===== src/hdl/fixed_frame_command_parser_macros.svh =====
// Assertion macros shared by the parser modules.
// Each macro expects signals named clk and rst in the module that uses it.
`ifndef FIXED_FRAME_COMMAND_PARSER_MACROS_SVH
`define FIXED_FRAME_COMMAND_PARSER_MACROS_SVH

// The consequent must hold at the same edge as the antecedent.
`define FFCP_ASSERT_SAME(label, ante, cons) \
  label: assert property (@(posedge clk) disable iff (rst) (ante) |-> (cons)) \
    else $error("assertion failed");

// The consequent must hold at the edge after the antecedent.
`define FFCP_ASSERT_NEXT(label, ante, cons) \
  label: assert property (@(posedge clk) disable iff (rst) (ante) |=> (cons)) \
    else $error("assertion failed");

`endif


===== src/hdl/ffcp_pkg.sv =====
package ffcp_pkg;

  localparam int FRAME_LEN = 8;
  localparam int SET_CMDS  = 6;
  localparam int KEY_CMDS  = 4;

  typedef logic [7:0] byte_t;

  // Byte 0 of a frame sits in the top byte, so string literals compare directly.
  typedef logic [8*FRAME_LEN-1:0] frame_t;
  typedef logic [8*(FRAME_LEN-1)-1:0] partial_t;

  typedef enum logic [3:0] {
    CMD_NONE  = 4'd0,
    CMD_AH    = 4'd1,
    CMD_AL    = 4'd2,
    CMD_CH    = 4'd3,
    CMD_CL    = 4'd4,
    CMD_SH    = 4'd5,
    CMD_SL    = 4'd6,
    CMD_K0001 = 4'd7,
    CMD_K0000 = 4'd8,
    CMD_K0010 = 4'd9,
    CMD_K0011 = 4'd10
  } cmd_e;

  typedef struct packed {
    cmd_e               command;
    logic signed [15:0] value;
  } result_t;

  localparam logic [31:0] SET_HEADS [SET_CMDS] = '{
    "<WAH", "<WAL", "<WCH", "<WCL", "<WSH", "<WSL"
  };

  localparam cmd_e SET_CODES [SET_CMDS] = '{
    CMD_AH, CMD_AL, CMD_CH, CMD_CL, CMD_SH, CMD_SL
  };

  localparam frame_t KEY_FRAMES [KEY_CMDS] = '{
    "<WK0001>", "<WK0000>", "<WK0010>", "<WK0011>"
  };

  localparam cmd_e KEY_CODES [KEY_CMDS] = '{
    CMD_K0001, CMD_K0000, CMD_K0010, CMD_K0011
  };

  localparam byte_t CLOSE_CHAR = ">";
  localparam byte_t ZERO_CHAR  = "0";

endpackage


===== src/hdl/ffcp_if.sv =====
interface ffcp_byte_if;
  logic                valid;
  logic                ready;
  ffcp_pkg::byte_t     rx_byte;

  modport source (output valid, output rx_byte, input ready);
  modport sink (input valid, input rx_byte, output ready);
endinterface

interface ffcp_result_if;
  logic                valid;
  logic                ready;
  logic [3:0]          command;
  logic signed [15:0]  value;

  modport source (output valid, output command, output value, input ready);
  modport sink (input valid, input command, input value, output ready);
endinterface


===== src/hdl/ffcp_gather.sv =====
`include "fixed_frame_command_parser_macros.svh"

module ffcp_gather (
  input  logic                 clk,
  input  logic                 rst,
  ffcp_byte_if.sink            rx,
  output logic                 frame_valid,
  input  logic                 frame_ready,
  output ffcp_pkg::frame_t     frame
);

  logic [2:0]          byte_count;
  ffcp_pkg::partial_t  partial;
  logic                rx_accept;
  logic                last_byte;

  assign last_byte = (byte_count == 3'(ffcp_pkg::FRAME_LEN - 1));
  assign rx.ready  = !last_byte || !frame_valid || frame_ready;
  assign rx_accept = rx.valid && rx.ready;

  always_ff @(posedge clk) begin
    if (rst) begin
      byte_count  <= 3'd0;
      frame_valid <= 1'b0;
    end else begin
      if (rx_accept) begin
        byte_count <= byte_count + 3'd1;
      end
      if (rx_accept && last_byte) begin
        frame_valid <= 1'b1;
      end else if (frame_ready) begin
        frame_valid <= 1'b0;
      end
    end
  end

  always_ff @(posedge clk) begin
    if (rx_accept && !last_byte) begin
      partial <= {partial[8*(ffcp_pkg::FRAME_LEN-2)-1:0], rx.rx_byte};
    end
    if (rx_accept && last_byte) begin
      frame <= {partial, rx.rx_byte};
    end
  end

  `FFCP_ASSERT_NEXT(a_frame_loads, rx_accept && last_byte, frame_valid)
  `FFCP_ASSERT_NEXT(a_count_steps, rx_accept && !last_byte,
                    byte_count == $past(byte_count) + 3'd1)

endmodule


===== src/hdl/ffcp_classify.sv =====
module ffcp_classify (
  input  ffcp_pkg::frame_t   frame,
  output ffcp_pkg::result_t  result
);

  logic signed [15:0] d_hund;
  logic signed [15:0] d_tens;
  logic signed [15:0] d_ones;
  logic signed [15:0] digits;

  assign d_hund = signed'(16'(frame[31:24]) - 16'(ffcp_pkg::ZERO_CHAR));
  assign d_tens = signed'(16'(frame[23:16]) - 16'(ffcp_pkg::ZERO_CHAR));
  assign d_ones = signed'(16'(frame[15:8]) - 16'(ffcp_pkg::ZERO_CHAR));
  assign digits = 16'(d_hund * 16'sd100) + 16'(d_tens * 16'sd10) + d_ones;

  // Later matches overwrite earlier ones, so the loops run from the highest index down
  // and setting commands take precedence over key commands.
  always_comb begin
    result.command = ffcp_pkg::CMD_NONE;
    result.value   = 16'sd0;
    for (int i = ffcp_pkg::KEY_CMDS - 1; i >= 0; i--) begin
      if (frame == ffcp_pkg::KEY_FRAMES[i]) begin
        result.command = ffcp_pkg::KEY_CODES[i];
      end
    end
    if (frame[7:0] == ffcp_pkg::CLOSE_CHAR) begin
      for (int i = ffcp_pkg::SET_CMDS - 1; i >= 0; i--) begin
        if (frame[63:32] == ffcp_pkg::SET_HEADS[i]) begin
          result.command = ffcp_pkg::SET_CODES[i];
          result.value   = digits;
        end
      end
    end
  end

endmodule


===== src/hdl/fixed_frame_command_parser.sv =====
// Gathers received bytes into fixed frames of eight bytes and gives one result beat per
// frame: the command code (zero for an unrecognized frame) and, for the six setting
// commands, the three-digit value converted without any check on the digits. A byte
// beat is taken in every cycle unless held back as below. The first seven bytes of a
// frame are never held back; the eighth waits only when the frame register is still full
// and the result register is stalled. After the eighth byte is taken, the frame is held
// in the frame register and then in the result register, with matching and digit
// conversion done between the two.
`include "fixed_frame_command_parser_macros.svh"

module fixed_frame_command_parser (
  input  logic          clk,
  input  logic          rst,
  ffcp_byte_if.sink     rx,
  ffcp_result_if.source res
);

  logic               frame_valid;
  logic               frame_ready;
  ffcp_pkg::frame_t   frame;
  ffcp_pkg::result_t  result_next;
  ffcp_pkg::result_t  result;
  logic               out_valid;

  ffcp_gather u_gather (
    .clk         (clk),
    .rst         (rst),
    .rx          (rx),
    .frame_valid (frame_valid),
    .frame_ready (frame_ready),
    .frame       (frame)
  );

  ffcp_classify u_classify (
    .frame  (frame),
    .result (result_next)
  );

  assign frame_ready = !out_valid || res.ready;

  always_ff @(posedge clk) begin
    if (rst) begin
      out_valid <= 1'b0;
    end else if (frame_ready) begin
      out_valid <= frame_valid;
    end
  end

  always_ff @(posedge clk) begin
    if (frame_valid && frame_ready) begin
      result <= result_next;
    end
  end

  assign res.valid   = out_valid;
  assign res.command = result.command;
  assign res.value   = result.value;

  `FFCP_ASSERT_NEXT(a_frame_to_result, frame_valid && frame_ready, res.valid)
  `FFCP_ASSERT_SAME(a_value_only_for_settings,
                    res.valid && (res.command == ffcp_pkg::CMD_NONE ||
                                  res.command >= ffcp_pkg::CMD_K0001),
                    res.value == 16'sd0)

endmodule

===== src/flat_wrapper.sv =====
// flat-port wrapper written by rule: the top's interface ports become plain ports
module fixed_frame_command_parser_flat 
  (clk, rst, rx_valid, rx_rx_byte, rx_ready, res_valid, res_command, res_value, res_ready);
  ffcp_byte_if rx_i ();
  ffcp_result_if res_i ();
  input  logic clk;
  input  logic rst;
  input wire logic [$bits(rx_i.valid)-1:0] rx_valid;
  input wire logic [$bits(rx_i.rx_byte)-1:0] rx_rx_byte;
  output wire logic [$bits(rx_i.ready)-1:0] rx_ready;
  output wire logic [$bits(res_i.valid)-1:0] res_valid;
  output wire logic [$bits(res_i.command)-1:0] res_command;
  output wire logic [$bits(res_i.value)-1:0] res_value;
  input wire logic [$bits(res_i.ready)-1:0] res_ready;
  assign rx_i.valid = rx_valid;
  assign rx_i.rx_byte = rx_rx_byte;
  assign rx_ready = rx_i.ready;
  assign res_valid = res_i.valid;
  assign res_command = res_i.command;
  assign res_value = res_i.value;
  assign res_i.ready = res_ready;
  fixed_frame_command_parser u_core (.clk(clk), .rst(rst), .rx(rx_i), .res(res_i));
endmodule

===== config.mk =====
export PLATFORM = sky130hd
export DESIGN_NAME = fixed_frame_command_parser_flat
export DESIGN_NICKNAME = d
export VERILOG_FILES = /design/src/hdl/ffcp_pkg.sv /design/src/hdl/ffcp_if.sv /design/src/hdl/ffcp_gather.sv /design/src/hdl/ffcp_classify.sv /design/src/hdl/fixed_frame_command_parser.sv /design/src/flat_wrapper.sv
export VERILOG_INCLUDE_DIRS = /design/src /design/src/hdl
export SDC_FILE = /design/constraint.sdc
export NUM_CORES = 1
export LEC_CHECK = 0
export ABC_AREA = 1
export BUFFER_PORTS_ARGS = -buffer_cell sky130_fd_sc_hd__buf_2
export CELL_PAD_IN_SITES_DETAIL_PLACEMENT = 2
export CELL_PAD_IN_SITES_GLOBAL_PLACEMENT = 2
export CORE_ASPECT_RATIO = 2
export CORE_UTILIZATION = 42
export CTS_CLUSTER_SIZE = 20
export DETAILED_ROUTE_END_ITERATION = 10
export PLACE_DENSITY = 0.87
export SLEW_MARGIN = 25
export SYNTH_ARGS = -nofsm -noshare
export SYNTH_HDL_FRONTEND = slang
export SYNTH_SLANG_ARGS = --single-unit

===== constraint.sdc =====
create_clock -name clk -period 6.3 [get_ports clk]
set_input_delay 1.26 -clock clk [delete_from_list [all_inputs] [get_ports clk]]
set_output_delay 1.26 -clock clk [all_outputs]
set_load 0.01 [all_outputs]

==> results of run 1 <==
## per-layer routing
| layer | vias to the layer above | share of wire, % | GRT usage (%) |
|---|---|---|---|
| li1 | 2405 | - | - |
| met1 | 2677 | 32 | 24.2 |
| met2 | 140 | 60 | 57.0 |
| met3 | 73 | 2.2 | 3.69 |
| met4 | 0 | 6.0 | 18.7 |
| met5 | - | 0 | 0 |
## logic make-up (layout without fill, tap and decap cells)
kind of cell	count (synthesis)	count (layout)
DFF	145	145
adders and majority gates	84	84
and+or+nand+nor	257	257
AOI/OAI and AO/OA	51	51
xor gates and xnor gates	24	24
buffers and inverters	120	186
## registers in the layout, indices dropped and copies added (netlist names)
name and cells:
u_core.res.command 4, u_core.res.valid 1, u_core.res.value 16, u_core.u_gather.byte_count 3
u_core.u_gather.frame 64, u_core.u_gather.frame_valid 1, u_core.u_gather.partial 56
## worst reg2reg max path, stage by stage, from the launching register on
cell      delay (ps)
edfxtp_1         460
ha_1             270
xnor2_1          420
ha_1             330
fa_1             470
ha_1             320
ha_1             380
inv_1             90
nor4_1           270
nand2_1           80
o311ai_0         130
xnor2_1          160
fa_1             500
inv_1             40
ha_1             350
nand2_1           90
nor2_1           240
nand2_1          130
nor2_1           140
nor2_1            70
a21oi_1          120
nor2_1            70
## area by class of cell
cell class / count / share of cell area (%)
clock inverters: 13 / 1.48
inverters: 118 / 5.13
flip-flops and latches: 145 / 49.8
multi-input cells: 416 / 33.3
well taps: 213 / 3.09
clock buffers: 19 / 5.01
repair buffers: 36 / 2.17
## power groups by stage
stage	Sequential [uW]	Combinational, uW	Clock, uW
final	1110	94.2	993
after global routing	1110	104	1030
after CTS	1110	94.3	1010
after detailed placement	1130	89.1	0
after global placement	1120	78.4	0
after floorplan	1110	58.4	0
## worst max path at each step
stage,start,end,slack [ps]
2_1_floorplan,u_core.u_gather.frame[28]$_DFFE_PP_,u_core.res.value[15]$_SDFFCE_PP0P_,1700
3_3_place_gp,u_core.u_gather.frame[28]$_DFFE_PP_,u_core.res.value[15]$_SDFFCE_PP0P_,1440
3_5_place_dp,u_core.u_gather.frame[28]$_DFFE_PP_,u_core.res.value[15]$_SDFFCE_PP0P_,1010
4_1_cts,u_core.u_gather.frame[28]$_DFFE_PP_,u_core.res.value[15]$_SDFFCE_PP0P_,930
5_1_grt,u_core.u_gather.frame[28]$_DFFE_PP_,u_core.res.value[15]$_SDFFCE_PP0P_,570
6_report,u_core.u_gather.frame[28]$_DFFE_PP_,u_core.res.value[15]$_SDFFCE_PP0P_,930
## cell usage after synthesis (all sizes together)
library cell	instances	area share (%)
a21oi	31	2.1
a31oi	1	0.082
and3	1	0.082
buf	2	0.16
dfxtp	5	1.3
edfxtp	140	55
fa	21	5.5
ha	63	10
inv	118	5.8
nand2	107	5.6
nand3	40	2.6
nand3b	4	0.39
nand4	16	1.3
nor2	76	4.3
nor2b	1	0.11
nor3	8	0.59
nor4	1	0.082
o211ai	2	0.20
o21ai	15	0.99
o21bai	1	0.099
o311ai	1	0.11
or2	2	0.16
or3	1	0.082
xnor2	10	1.1
xor2	14	1.6
## stage by stage
stage	util (%)	hold WS, ps
detailed placement	45.4	427
CTS	48.5	442
global placement	45.4	404
floorplan	-	400
global route	48.6	448
finish	48.6	433
==> results.json, run 1 <==
{
  "final_layout_size_suffix_gt1_share_pct": 12.0,
  "drv_slew": 0,
  "worstReg2RegStart": "u_core.u_gather.frame[28]$_DFFE_PP_",
  "drcViolationCount": 0,
  "via_per_inst": 5.52,
  "p_total_uw": 2190,
  "netlist-cell-type-count": 33,
  "die_height_um": 193,
  "regArea_um2": 4300,
  "timing.reg2reg.worst_path_depth": 21,
  "internal_power_uw": 1660,
  "synth-adder-area-share_pct": 15.9,
  "io_buffer_count": 33,
  "hold_violations": 0,
  "pin_count_of_the_biggest_net_entering_global_routing": 49,
  "timing.critical_path.fanout_max": 5,
  "global_route.overflow_total": 0,
  "reg2reg_slack_ps": 930,
  "finalCritPeriodShare_pct": 85.2,
  "clock_tree.root_cell": "clkbuf_16",
  "clk_transition_reported_paths_ps": 60,
  "power.sequential.fraction_pct": 50.4,
  "cell_area_reported_after_detailed_placement_um2": 8070,
  "dpl_worst_slack_ps": 1010,
  "critical_path_depth_in_cells": 21,
  "timing.critical_path.slowest_cell_delay_ps": 500,
  "cts_tree": "yes",
  "number_of_standard_cells_after_synthesis": 681,
  "synthesis.area_um2": 7620,
  "clock_sinks": 145,
  "worstPathCellList": "ha_1 -> xnor2_1 -> ha_1 -> fa_1 -> ha_1 -> ha_1 -> inv_1 -> nor4_1 -> nand2_1 -> o311ai_0 -> xnor2_1 -> fa_1 -> inv_1 -> ha_1 -> nand2_1 -> nor2_1 -> nand2_1 -> nor2_1 -> nor2_1 -> a21oi_1 -> nor2_1",
  "timing.critical_path.mode_cell": "ha_1",
  "share_of_the_synthesized_area_in_compound_gates_ao_oa_aoi_oai_pct": 3.56,
  "final.min_clock_period_ps": 5370,
  "pwr-share-comb_pct": 4.3,
  "detail-route-antenna-nets": 0,
  "synth_simple_gate_area_share_pct": 15.4,
  "switching_share_pct": 24.1,
  "worst_clock_skew_ps": 11.6,
  "drt-initial-drc-count": 256,
  "synth-warning-count": 0,
  "outcome": "complete, no violations",
  "routed_wl_um": 24600,
  "fin_area_um2": 8640,
  "most_frequent_cells_in_the_layout": "edfxtp_1 (140), inv_1 (117), nand2_1 (105)",
  "cts.repair.resized": 0,
  "startpoint_type": "register",
  "fp.dieW_um": 97.3,
  "finalWeightedCongestion": 0.797,
  "fin_nets": 830,
  "cts_hold_repair.buffers": 0,
  "critical_path.top_delay_family": "adder cells",
  "design.core.area_um2": 17800,
  "antenna_found_initial": 0,
  "stdcell_count": 960,
  "share_clk_of_total_power_pct": 45.3,
  "yosys.area_share.xor_xnor_pct": 2.76,
  "fmaxAchievable_mhz": 186,
  "cts_htree_levels": 4,
  "critical_path.endpoint_type": "register",
  "finalWorstSetupSlack_ps": 934,
  "cts_setup_buffers": 0,
  "main_combinational_cell_family_by_area_after_synthesis": "adder cells",
  "worstPathBufferInverterCount": 2,
  "setup.worst_path.class": "reg2reg",
  "grt_pass1_wl_um": 37100,
  "switchingPower_uw": 527,
  "multiInputGateArea_um2": 2880,
  "report.final.setup_viol": 0,
  "groute.usage.overall_pct": 27.8,
  "worst-slew-pin-transition_ps": 679,
  "setup-tns-final_ps": 0,
  "ys_seq_area_share_pct": 56.5,
  "via_count": 5295,
  "avgRoutedWirePerCell_um": 25.6,
  "leakagePower_uw": 0.00364,
  "ir_worst_vdd_mv": 0.214,
  "required_ps": 6480,
  "worst_slew_margin_relative_to_its_limit_pct": 54.7,
  "clock_buffer_count_from_cts": 17,
  "area_growth_syn_to_layout_pct": 13.3,
  "crit_slowest_cell": "fa_1",
  "n_fill_cell": 1817,
  "postSynthAreaPerCell_um2": 11.2,
  "floorplan.io_pins": 34,
  "worstHoldStart": "u_core.u_gather.partial[49]$_DFFE_PP_",
  "start_util_pct": 42.9,
  "fp.dieArea_um2": 18700,
  "min-delay-path-class": "reg2reg",
  "syn-num-nets": 777,
  "whs_path_depth": 0,
  "synth.ff_latch_count": 145,
  "antennaDiodeCount": 0,
  "layout.cells.most_common": "edfxtp_1",
  "clkLatencyLatePin_ps": 440,
  "rows": 69,
  "place.detailed.hpwl_um": 17900,
  "place.detailed.instances": 928,
  "cts-root-to-sink-buffers": 2,
  "grt_setup_unrepaired": "no",
  "first_pass_iters": 4,
  "grt_pass1_vias": 6347,
  "maxCapViolations": 0,
  "worstPathArrival_ps": 5550,
  "yosys-mux-area-fraction_pct": 0,
  "regToRegEndpoint": "u_core.res.value[15]$_SDFFCE_PP0P_",
  "power_density_nw_per_um2": 254,
  "timing.hold.worst_endpoint": "u_core.u_gather.frame[57]$_DFFE_PP_"
}
Power figures use the tool's default switching activity.
==> run 2: changes to the inputs <==
CTS_BUF_LIST = sky130_fd_sc_hd__clkbuf_16   (was not set)
==> results.json, run 2 (synthesized netlist as in run 1, its figures left out) <==
{
  "final_util_pct": 48.6,
  "worst_slew_margin_relative_to_its_limit_pct": 54.7,
  "worstPathArrival_ps": 5550,
  "min-delay-path-class": "reg2reg",
  "fmaxAchievable_mhz": 186,
  "finalWorstSetupSlack_ps": 934,
  "drv_slew": 0,
  "rows": 69,
  "cts_htree_levels": 4,
  "fin_area_um2": 8640,
  "avgRoutedWirePerCell_um": 25.6,
  "pin_count_of_the_biggest_net_entering_global_routing": 49,
  "report.final.setup_viol": 0,
  "layout.cells.most_common": "edfxtp_1",
  "cell_area_reported_after_detailed_placement_um2": 8070,
  "grtUsageMet1_pct": 24.2,
  "cts_setup_buffers": 0,
  "grt.busiest_layer": "met2",
  "timing.critical_path.fanout_max": 5,
  "maxCapViolations": 0,
  "grt_setup_unrepaired": "no",
  "start_util_pct": 42.9,
  "cts_tree": "yes",
  "setup.worst_path.class": "reg2reg",
  "clkLatencyLatePin_ps": 440,
  "fp.dieArea_um2": 18700,
  "ir_worst_vdd_mv": 0.214,
  "timing.reg2reg.worst_path_depth": 21,
  "power_density_nw_per_um2": 253,
  "die_height_um": 193,
  "whs_path_depth": 0,
  "drcViolationCount": 0,
  "finalCritPeriodShare_pct": 85.2,
  "first_pass_iters": 4,
  "design.core.area_um2": 17800,
  "io_buffer_count": 33,
  "clock_buffer_count_from_cts": 17,
  "worst_clock_skew_ps": 11.6,
  "grt_pass1_vias": 6347,
  "drt-initial-drc-count": 256,
  "required_ps": 6480,
  "globalRouteMet3Util_pct": 3.69,
  "setup-tns-final_ps": 0,
  "critical_path.endpoint_type": "register",
  "cts-root-to-sink-buffers": 2,
  "max_ffs_per_register": 64,
  "leakagePower_uw": 0.00364,
  "startpoint_type": "register",
  "holdWs_ps": 433,
  "area_growth_syn_to_layout_pct": 13.3,
  "finalWeightedCongestion": 0.797,
  "via_count": 5295,
  "dpl_worst_slack_ps": 1010,
  "antenna_found_initial": 0,
  "clk_transition_reported_paths_ps": 60,
  "clock_tree.root_cell": "clkbuf_16",
  "hold_violations": 0,
  "use_met2_pct": 57.0,
  "cts.repair.resized": 0,
  "worst-slew-pin-transition_ps": 679,
  "global_route.overflow_total": 0,
  "cts_hold_repair.buffers": 0,
  "fp.dieW_um": 97.3,
  "registers.top_by_ff_count": "u_core.u_gather.frame",
  "via_per_inst": 5.52,
  "floorplan.io_pins": 34,
  "clock_sinks": 145,
  "fin_nets": 830,
  "antennaDiodeCount": 0,
  "detail-route-antenna-nets": 0,
  "routed_wl_um": 24600,
  "final_layout_size_suffix_gt1_share_pct": 12.0,
  "groute.usage.overall_pct": 27.8,
  "place.detailed.hpwl_um": 17900,
  "final.min_clock_period_ps": 5370,
  "most_frequent_cells_in_the_layout": "edfxtp_1 (140), inv_1 (119), nand2_1 (105)",
  "outcome": "complete, no violations",
  "grt_pass1_wl_um": 37100
}
[run 2: power by group]
part	switching, uW	leakage, uW	internal (uW)	total, uW
sequential	20.5	0.00134	1080	1110
combinational	64.5	0.00203	29.7	94.2
clock	443	0.000267	547	990
[run 2: worst max-delay path, stage by stage (launching register included)]
cell and delay, ps:
edfxtp_1 460, ha_1 270, xnor2_1 420, ha_1 330, fa_1 470, ha_1 320
ha_1 380, inv_1 90, nor4_1 270, nand2_1 80, o311ai_0 130, xnor2_1 160
fa_1 500, inv_1 40, ha_1 350, nand2_1 90, nor2_1 240, nand2_1 130
nor2_1 140, nor2_1 70, a21oi_1 120, nor2_1 60
[run 2: worst paths after layout]
check	start	slack (ps)	endpoint
setup / recovery	u_core.u_gather.frame[28]$_DFFE_PP_	930	u_core.res.value[15]$_SDFFCE_PP0P_
hold / removal	u_core.u_gather.partial[49]$_DFFE_PP_	430	u_core.u_gather.frame[57]$_DFFE_PP_
setup reg to reg	u_core.u_gather.frame[28]$_DFFE_PP_	930	u_core.res.value[15]$_SDFFCE_PP0P_
hold reg to reg	u_core.u_gather.partial[49]$_DFFE_PP_	430	u_core.u_gather.frame[57]$_DFFE_PP_
[run 2: area by class of cell]
cell class                 instances  area, um^2
fill                            1817        9150
sequential                       145        4300
multi-input combinational        416        2880
inverter                         118         443
clock buffer                      17         425
tap                              213         267
timing repair buffer              36         188
clock inverter                    15         135
[run 2: per-layer routing]
layer  vias to the layer above  part of all wire (%)
li1                       2405                     -
met1                      2677                    32
met2                       140                    60
met3                        73                   2.2
met4                         0                   6.0
met5                         -                     0
[run 2: stage by stage]
stage / power, uW / cells
floorplan: 1170 / 681
global placement: 1190 / 928
detailed placement: 1210 / 928
CTS: 2210 / 960
global route: 2240 / 960
finish: 2190 / 960
